### src/division_magic_number_generator_top_assert.svh
// ----------------------------------------------------------------------------
// Assertion macros for division_magic_number_generator_top
// Clocked property wrappers used by the top level checks.
// ----------------------------------------------------------------------------
`ifndef DIVISION_MAGIC_NUMBER_GENERATOR_TOP_ASSERT_SVH
`define DIVISION_MAGIC_NUMBER_GENERATOR_TOP_ASSERT_SVH

// Check outside reset only.
`define DMNG_ASSERT(lbl, prop, msg) \
	lbl: assert property (@(posedge clk) disable iff (!arst_n) prop) else $error(msg);

// Check at every edge, reset included.
`define DMNG_ASSERT_RST(lbl, prop, msg) \
	lbl: assert property (@(posedge clk) prop) else $error(msg);

`endif

### src/dmng_pkg.sv
// ----------------------------------------------------------------------------
// dmng_pkg
// Widths and constants of the division magic number generator.
// ----------------------------------------------------------------------------
package dmng_pkg;

	localparam int DATA_W  = 32;
	localparam int SHIFT_W = 6;
	localparam int P_W     = 7;
	localparam int CNT_W   = 5;

	localparam logic [DATA_W-1:0] ALL_ONES = 32'hffff_ffff;
	localparam logic [DATA_W-1:0] TWO31    = 32'h8000_0000;
	localparam logic [DATA_W-1:0] MAX31    = 32'h7fff_ffff;

	localparam logic [P_W-1:0]     P_START   = 7'd31;
	localparam logic [P_W-1:0]     P_LIMIT   = 7'd64;
	localparam logic [P_W-1:0]     P_BIAS    = 7'd32;
	localparam logic [SHIFT_W-1:0] SHIFT_MAX = 6'd32;
	localparam logic [CNT_W-1:0]   CNT_LAST  = 5'd31;

	localparam logic MODE_UNSIGNED = 1'b0;
	localparam logic MODE_SIGNED   = 1'b1;

endpackage

### src/dmng_req_if.sv
// ----------------------------------------------------------------------------
// dmng_req_if
// Request channel: mode and divisor with valid/ready handshake.
// ----------------------------------------------------------------------------
interface dmng_req_if
	import dmng_pkg::*;
();
	logic              valid;
	logic              ready;
	logic              req_type;
	logic [DATA_W-1:0] divisor;

	modport source (output valid, req_type, divisor, input ready);
	modport sink (input valid, req_type, divisor, output ready);
endinterface

### src/dmng_res_if.sv
// ----------------------------------------------------------------------------
// dmng_res_if
// Result channel: magic multiplier, post-shift and flags.
// ----------------------------------------------------------------------------
interface dmng_res_if
	import dmng_pkg::*;
();
	logic               valid;
	logic               ready;
	logic [DATA_W-1:0]  magic;
	logic [SHIFT_W-1:0] shift;
	logic               add_needed;
	logic               valid_res;

	modport source (output valid, magic, shift, add_needed, valid_res, input ready);
	modport sink (input valid, magic, shift, add_needed, valid_res, output ready);
endinterface

### src/division_magic_number_generator_top.sv
// ----------------------------------------------------------------------------
// division_magic_number_generator_top
// Magic multiplier and post-shift for division by a 32-bit constant.
// ----------------------------------------------------------------------------
// One request at a time. A request in range takes three passes of a shared
// radix-2 restoring divider (the remainder that sets nc/anc, then 2^31/nc,
// then the divisor quotient), then at most 33 doubling steps, and then it
// loads the result register once that is free. An out-of-range divisor goes
// straight to the result register. The result register lets the next request
// be taken while a finished result still waits on the result channel.
module division_magic_number_generator_top
	import dmng_pkg::*;
(
	input  logic          clk,
	input  logic          arst_n,
	dmng_req_if.sink      req,
	dmng_res_if.source    res
);

	typedef enum logic [2:0] {
		ST_IDLE,
		ST_REM,
		ST_DIVN,
		ST_DIVD,
		ST_LOOP,
		ST_WRITE
	} state_t;

	state_t             state_q;
	logic [CNT_W-1:0]   cnt_q;
	logic               mode_q;
	logic               ok_q;
	logic               add_q;
	logic [P_W-1:0]     p_q;
	logic [DATA_W-1:0]  d_q;
	logic [DATA_W-1:0]  nc_q;
	logic [DATA_W-1:0]  q1_q, r1_q, q2_q, r2_q;
	logic [DATA_W-1:0]  div_rem_q, div_quo_q, div_dvs_q;

	logic               res_valid_q;
	logic [DATA_W-1:0]  magic_q;
	logic [SHIFT_W-1:0] shift_q;
	logic               add_needed_q;
	logic               valid_res_q;

	// divider step
	logic [DATA_W:0]    rem_sh, rem_diff;
	logic               div_ge;
	logic [DATA_W-1:0]  rem_nx, quo_nx, nc_nx;

	// doubling step
	logic [DATA_W-1:0]  r1_dbl, r2_dbl, q1_dbl, q2_dbl;
	logic               ge1, ge2, add_hit;
	logic [DATA_W-1:0]  q1_nx, r1_nx, q2_nx, r2_nx, lim;
	logic [P_W-1:0]     p_nx;
	logic               go_on;

	logic               in_range, out_free;

	always_comb begin
		rem_sh   = {div_rem_q, div_quo_q[DATA_W-1]};
		rem_diff = rem_sh - {1'b0, div_dvs_q};
		div_ge   = !rem_diff[DATA_W];
		rem_nx   = div_ge ? rem_diff[DATA_W-1:0] : rem_sh[DATA_W-1:0];
		quo_nx   = {div_quo_q[DATA_W-2:0], div_ge};
		nc_nx    = (mode_q == MODE_SIGNED) ? (MAX31 - rem_nx) : (ALL_ONES - rem_nx);
	end

	always_comb begin
		r1_dbl = r1_q + r1_q;
		r2_dbl = r2_q + r2_q;
		q1_dbl = q1_q + q1_q;
		q2_dbl = q2_q + q2_q;
		if (mode_q == MODE_SIGNED) begin
			ge1     = (r1_dbl >= nc_q);
			r1_nx   = ge1 ? (r1_dbl - nc_q) : r1_dbl;
			ge2     = (r2_dbl >= d_q);
			r2_nx   = ge2 ? (r2_dbl - d_q) : r2_dbl;
			add_hit = 1'b0;
			lim     = d_q - r2_nx;
		end else begin
			ge1     = (r1_q >= (nc_q - r1_q));
			r1_nx   = ge1 ? (r1_dbl - nc_q) : r1_dbl;
			ge2     = ((r2_q + 32'd1) >= (d_q - r2_q));
			r2_nx   = ge2 ? (r2_dbl + 32'd1 - d_q) : (r2_dbl + 32'd1);
			add_hit = ge2 ? (q2_q >= MAX31) : (q2_q >= TWO31);
			lim     = d_q - 32'd1 - r2_nx;
		end
		q1_nx = q1_dbl + {{(DATA_W-1){1'b0}}, ge1};
		q2_nx = q2_dbl + {{(DATA_W-1){1'b0}}, ge2};
		p_nx  = p_q + 7'd1;
		go_on = (p_nx < P_LIMIT) && ((q1_nx < lim) || ((q1_nx == lim) && (r1_nx == '0)));
	end

	assign in_range = (req.divisor >= 32'd2) &&
		((req.req_type == MODE_UNSIGNED) || (req.divisor <= MAX31));
	assign out_free = !res_valid_q || res.ready;

	assign req.ready      = (state_q == ST_IDLE);
	assign res.valid      = res_valid_q;
	assign res.magic      = magic_q;
	assign res.shift      = shift_q;
	assign res.add_needed = add_needed_q;
	assign res.valid_res  = valid_res_q;

	always_ff @(posedge clk or negedge arst_n) begin
		if (!arst_n) begin
			state_q     <= ST_IDLE;
			res_valid_q <= 1'b0;
			cnt_q       <= '0;
		end else begin
			// the write state reloads the result register itself
			if (res_valid_q && res.ready && (state_q != ST_WRITE)) begin
				res_valid_q <= 1'b0;
			end
			case (state_q)
				ST_IDLE: begin
					if (req.valid) begin
						mode_q <= req.req_type;
						d_q    <= req.divisor;
						ok_q   <= in_range;
						add_q  <= 1'b0;
						cnt_q  <= '0;
						// first pass: (0 - d) % d unsigned, 2^31 % d signed
						div_rem_q <= '0;
						div_quo_q <= (req.req_type == MODE_SIGNED) ? TWO31 : (32'd0 - req.divisor);
						div_dvs_q <= req.divisor;
						state_q   <= in_range ? ST_REM : ST_WRITE;
					end
				end
				ST_REM, ST_DIVN, ST_DIVD: begin
					cnt_q <= cnt_q + 5'd1;
					if (cnt_q == CNT_LAST) begin
						div_rem_q <= '0;
						if (state_q == ST_REM) begin
							nc_q      <= nc_nx;
							div_quo_q <= TWO31;
							div_dvs_q <= nc_nx;
							state_q   <= ST_DIVN;
						end else if (state_q == ST_DIVN) begin
							q1_q      <= quo_nx;
							r1_q      <= rem_nx;
							div_quo_q <= (mode_q == MODE_SIGNED) ? TWO31 : MAX31;
							div_dvs_q <= d_q;
							state_q   <= ST_DIVD;
						end else begin
							q2_q    <= quo_nx;
							r2_q    <= rem_nx;
							p_q     <= P_START;
							state_q <= ST_LOOP;
						end
					end else begin
						div_rem_q <= rem_nx;
						div_quo_q <= quo_nx;
					end
				end
				ST_LOOP: begin
					q1_q <= q1_nx;
					r1_q <= r1_nx;
					q2_q <= q2_nx;
					r2_q <= r2_nx;
					p_q  <= p_nx;
					if (add_hit) begin
						add_q <= 1'b1;
					end
					if (!go_on) begin
						state_q <= ST_WRITE;
					end
				end
				ST_WRITE: begin
					// hold until the result register is free
					if (out_free) begin
						res_valid_q  <= 1'b1;
						valid_res_q  <= ok_q;
						if (ok_q) begin
							magic_q      <= q2_q + 32'd1;
							shift_q      <= SHIFT_W'(p_q - P_BIAS);
							add_needed_q <= add_q;
						end else begin
							magic_q      <= '0;
							shift_q      <= '0;
							add_needed_q <= 1'b0;
						end
						state_q <= ST_IDLE;
					end
				end
				default: begin
					state_q <= ST_IDLE;
				end
			endcase
		end
	end

`include "division_magic_number_generator_top_assert.svh"

	`DMNG_ASSERT(a_bad_zero,
		res.valid && !res.valid_res |-> {res.magic, res.shift, res.add_needed} == '0,
		"out-of-range result carries nonzero fields")
	`DMNG_ASSERT(a_shift_range, res.valid |-> res.shift <= SHIFT_MAX, "post-shift above 32")
	`DMNG_ASSERT(a_loop_bound, state_q == ST_LOOP |-> p_q < P_LIMIT,
		"doubling loop ran past its limit")
	`DMNG_ASSERT_RST(a_reset_quiet, !arst_n |=> !res.valid && state_q == ST_IDLE,
		"block not quiet in reset")

endmodule

### src/flat_wrapper.sv
// flat-port wrapper written by rule: the top's interface ports become plain ports
module division_magic_number_generator_top_flat import dmng_pkg::*;
  (clk, arst_n, req_valid, req_req_type, req_divisor, req_ready, res_valid, res_magic, res_shift, res_add_needed, res_valid_res, res_ready);
  dmng_req_if req_i ();
  dmng_res_if res_i ();
  input  logic clk;
  input  logic arst_n;
  input wire logic [$bits(req_i.valid)-1:0] req_valid;
  input wire logic [$bits(req_i.req_type)-1:0] req_req_type;
  input wire logic [$bits(req_i.divisor)-1:0] req_divisor;
  output wire logic [$bits(req_i.ready)-1:0] req_ready;
  output wire logic [$bits(res_i.valid)-1:0] res_valid;
  output wire logic [$bits(res_i.magic)-1:0] res_magic;
  output wire logic [$bits(res_i.shift)-1:0] res_shift;
  output wire logic [$bits(res_i.add_needed)-1:0] res_add_needed;
  output wire logic [$bits(res_i.valid_res)-1:0] res_valid_res;
  input wire logic [$bits(res_i.ready)-1:0] res_ready;
  assign req_i.valid = req_valid;
  assign req_i.req_type = req_req_type;
  assign req_i.divisor = req_divisor;
  assign req_ready = req_i.ready;
  assign res_valid = res_i.valid;
  assign res_magic = res_i.magic;
  assign res_shift = res_i.shift;
  assign res_add_needed = res_i.add_needed;
  assign res_valid_res = res_i.valid_res;
  assign res_i.ready = res_ready;
  division_magic_number_generator_top u_core (.clk(clk), .arst_n(arst_n), .req(req_i), .res(res_i));
endmodule
### config.mk
export PLATFORM = sky130hd
export DESIGN_NAME = division_magic_number_generator_top_flat
export DESIGN_NICKNAME = d
export VERILOG_FILES = /design/src/dmng_pkg.sv /design/src/dmng_req_if.sv /design/src/dmng_res_if.sv /design/src/division_magic_number_generator_top.sv /design/src/flat_wrapper.sv
export VERILOG_INCLUDE_DIRS = /design/src /design/src/src
export SDC_FILE = /design/constraint.sdc
export NUM_CORES = 1
export LEC_CHECK = 0
export ABC_AREA = 1
export BUFFER_PORTS_ARGS = -buffer_cell sky130_fd_sc_hd__clkbuf_2
export CAP_MARGIN = 20
export CORE_UTILIZATION = 65
export CTS_CLUSTER_DIAMETER = 150
export DETAILED_ROUTE_END_ITERATION = 16
export MAX_ROUTING_LAYER = met4
export PLACE_DENSITY = 0.82
export REMOVE_ABC_BUFFERS = 1
export SYNTH_ARGS = -nofsm -noshare
export SYNTH_HDL_FRONTEND = slang
export SYNTH_SLANG_ARGS = --single-unit
### constraint.sdc
create_clock -name clk -period 10.61 [get_ports clk]
set_input_delay 0.5305 -clock clk [delete_from_list [all_inputs] [get_ports clk]]
set_output_delay 0.5305 -clock clk [all_outputs]
set_load 0.03 [all_outputs]
==> metrics.csv <==
metric,value,unit
status,completed,
wl,114500,um
netlist_area,0.03277,mm2
rsz0062_at_grt,no,
cts-root-buf,clkbuf_16,
seq_area_frac_synth,0.3157,
fin_crit,9.918,ns
worst_path_most_repeated_cell,nand2_1,
clock-sinks,346,
gp_congestion,1.156,
synthFlopType,edfxtp_1,
drv_cap,0,
via_count,32760,
clockBufferDepth,3,
n_fill_cell,4146,
slowest_stage,edfxtp_1,
htree_levels,2,
seqCellArea,0.01034,mm2
finalMaxSlewViolations,0,
critPathLaunchType,register,
post_cts.repair.setup_buffers,0,
area_delta_synth_final,7.171,%
routed_via_density,6.223,
path_clk_slew,0.06,ns
synthArstFlopShare,0.02601,
grt_pass1_vias,30410,
drc,0,
worstMarginPinSlew,1.087,ns
cp.required,11.13,ns
end_kind,register,
hp-class,in2reg,
whs,0.1676,ns
synth-seq-cells,346,
first_pass_iters,6,
rows,81,
max_stage_delay,0.53,ns
coreArea,0.04936,mm2
syn_inst,4513,
avgSynthCellArea,7.261,um2
final_hold_viol_count,0,
nets,4937,
synth-edff-count,337,
initial_core_util,0.6639,
hpwl,91700,um
arrival,10.44,ns
die_y,226.5,um
yosysWarnings,0,
ioPinCount,79,
wl_per_cell,21.74,um
path_class,reg2reg,
overflow,0,
final_cell_area,0.03512,mm2
final.setup.tns,0,ns
clk_latency,0.58,ns
multiInputGateArea,0.01974,mm2
numCtsBuffers,36,
place_area,0.03388,mm2
clock_skew,0.02324,ns
grt_max_degree,75,
numPortBuffers,78,
antenna_found_initial,4,
drive_above_1_share,0.05830,
drtIter0Drc,4366,
fin_crit_sh,0.9347,
dieArea,0.05131,mm2
synth.distinct_cells,66,
clock.fmax,0.1008,GHz
slew-limit-headroom,0.2756,
cts_tree,done,
grt_pass1_wl,172500,um
setup_viol,0,
antenna_left,0,
grt_usage,0.4604,
die-width,226.5,um
crit_fanout,17,
## critical path: cells and delay by family, from the launching register on
| kind | cells | cell delay, ns |
|---|---|---|
| AND/OR/NAND/NOR | 33 | 4.30 |
| AO/OA/AOI/OAI | 15 | 2.95 |
| flip-flops | 1 | 0.53 |
| buffers and inverters | 3 | 0.44 |
| XOR/XNOR | 1 | 0.18 |
| adder cells (fa/ha/maj) | 5 | 1.43 |
## stage by stage
step             util  instances  setup slack (ns)
2_1_floorplan       -       4423             2.315
3_3_place_gp   0.6864       5194             1.031
3_5_place_dp   0.6864       5194            0.7795
4_1_cts        0.7108       5260            0.7357
5_1_grt        0.7115       5265           0.04016
6_report       0.7115       5265            0.6923
## path summary, 6_finish.rpt
kind / start / endpoint / slack (ns) / cells past startpoint
worst max-delay path: u_core.d_q[0]$_DFFE_PP_ / u_core.state_q[1]$_DFFE_PN0P_ / 0.69 / 57
worst min-delay path: req_divisor[7] / u_core.d_q[7]$_DFFE_PP_ / 0.17 / 1
worst max register to register: u_core.d_q[0]$_DFFE_PP_ / u_core.state_q[1]$_DFFE_PN0P_ / 0.69 / 57
worst min register to register: u_core.cnt_q[0]$_DFFE_PN0P_ / u_core.cnt_q[0]$_DFFE_PN0P_ / 0.52 / 1
max in group asynchronous: arst_n / u_core.cnt_q[0]$_DFFE_PN0P_ / 10.01 / 2
min in group asynchronous: arst_n / u_core.cnt_q[3]$_DFFE_PN0P_ / 0.37 / 2
## cell usage in the layout (no fill, tap or decap), drive strengths merged, types with 19 or more instances in the layout
cell type	count
nand2	1088
inv	629
nor2	427
o21ai	391
a21oi	382
edfxtp	337
ha	323
nand3	188
xor2	128
clkbuf	124
xnor2	84
nor3	69
or2	51
nand4	42
buf	30
nor4	30
a21o	29
o21a	28
a31oi	26
o221ai	26
o21bai	22
o211ai	22
o22ai	19
## cells in the mapped netlist, types with 4 or more instances
| cell | count | area [um2] |
|---|---|---|
| a211oi_1 | 4 | 30.03 |
| a21boi_0 | 9 | 67.56 |
| a21boi_1 | 6 | 45.04 |
| a21o_1 | 29 | 217.7 |
| a21oi_1 | 381 | 1907 |
| a31oi_1 | 26 | 162.7 |
| buf_1 | 8 | 30.03 |
| buf_2 | 10 | 50.05 |
| buf_4 | 7 | 52.55 |
| clkbuf_1 | 62 | 232.7 |
| dfrtp_1 | 9 | 225.2 |
| edfxtp_1 | 337 | 10120 |
| fa_1 | 7 | 140.1 |
| ha_1 | 323 | 4041 |
| inv_1 | 624 | 2342 |
| nand2_1 | 1082 | 4061 |
| nand2_2 | 5 | 31.28 |
| nand3_1 | 179 | 895.9 |
| nand3_2 | 8 | 80.08 |
| nand3b_1 | 10 | 75.07 |
| nand4_1 | 41 | 256.5 |
| nor2_1 | 420 | 1577 |
| nor2_2 | 6 | 37.54 |
| nor3_1 | 62 | 310.3 |
| nor3_2 | 5 | 50.05 |
| nor4_1 | 28 | 175.2 |
| o211ai_1 | 22 | 165.2 |
| o21a_1 | 28 | 210.2 |
| o21ai_0 | 346 | 1732 |
| o21ai_1 | 32 | 160.2 |
| o21ai_2 | 13 | 113.9 |
| o21bai_1 | 22 | 165.2 |
| o221ai_1 | 26 | 227.7 |
| o22ai_1 | 19 | 118.9 |
| o311ai_0 | 5 | 43.79 |
| o31ai_1 | 6 | 45.04 |
| or2_1 | 9 | 56.30 |
| or2_2 | 42 | 262.8 |
| xnor2_1 | 84 | 735.7 |
| xor2_1 | 128 | 1121 |
## final cells by class
cell class / instances / share of cell area
flip-flops and latches: 346 / 0.2946
repair buffers: 109 / 0.01817
well taps: 664 / 0.02366
clock buffers: 46 / 0.02733
multi-input cells: 3449 / 0.5622
diodes: 4 / 0.0002850
inverters: 628 / 0.06713
clock inverters: 19 / 0.006627
## cells by family after synthesis
group,count (synthesis),share of synthesized area
other cells,1,0.0001144
flops,346,0.3157
buf+inv,718,0.08412
mux,3,0.001031
compound gates,990,0.1694
simple gates,1913,0.2453
fa+ha+maj,330,0.1276
xor+xnor,212,0.05667
## metal layers
metal / track usage / wire, um / vias up
li1: - / - / 15350
met5: - / 0 / -
met4: 0.2171 / 6205 / 0
met1: 0.6211 / 45060 / 14990
met2: 0.6636 / 47780 / 2032
met3: 0.09162 / 15430 / 389
## sequential cells by signal, indices dropped and copies added (netlist names), 3 cells and up
register,cells
u_core.cnt_q,5
u_core.d_q,32
u_core.div_dvs_q,32
u_core.div_quo_q,32
u_core.div_rem_q,32
u_core.nc_q,32
u_core.p_q,7
u_core.q1_q,31
u_core.q2_q,32
u_core.r1_q,32
u_core.r2_q,32
u_core.res.magic,32
u_core.res.shift,6
u_core.state_q,3
## repair_timing
item / in CTS / in global routing
endpoints found under the hold margin: 9 / 0
resized for setup: 0 / 2
setup endpoints to repair: 0 / 3
hold buffers: 1 / 0
Power is left out: the tool's default activity adds up to more than one toggle a clock period on the data nets, which glitch-free logic cannot reach.
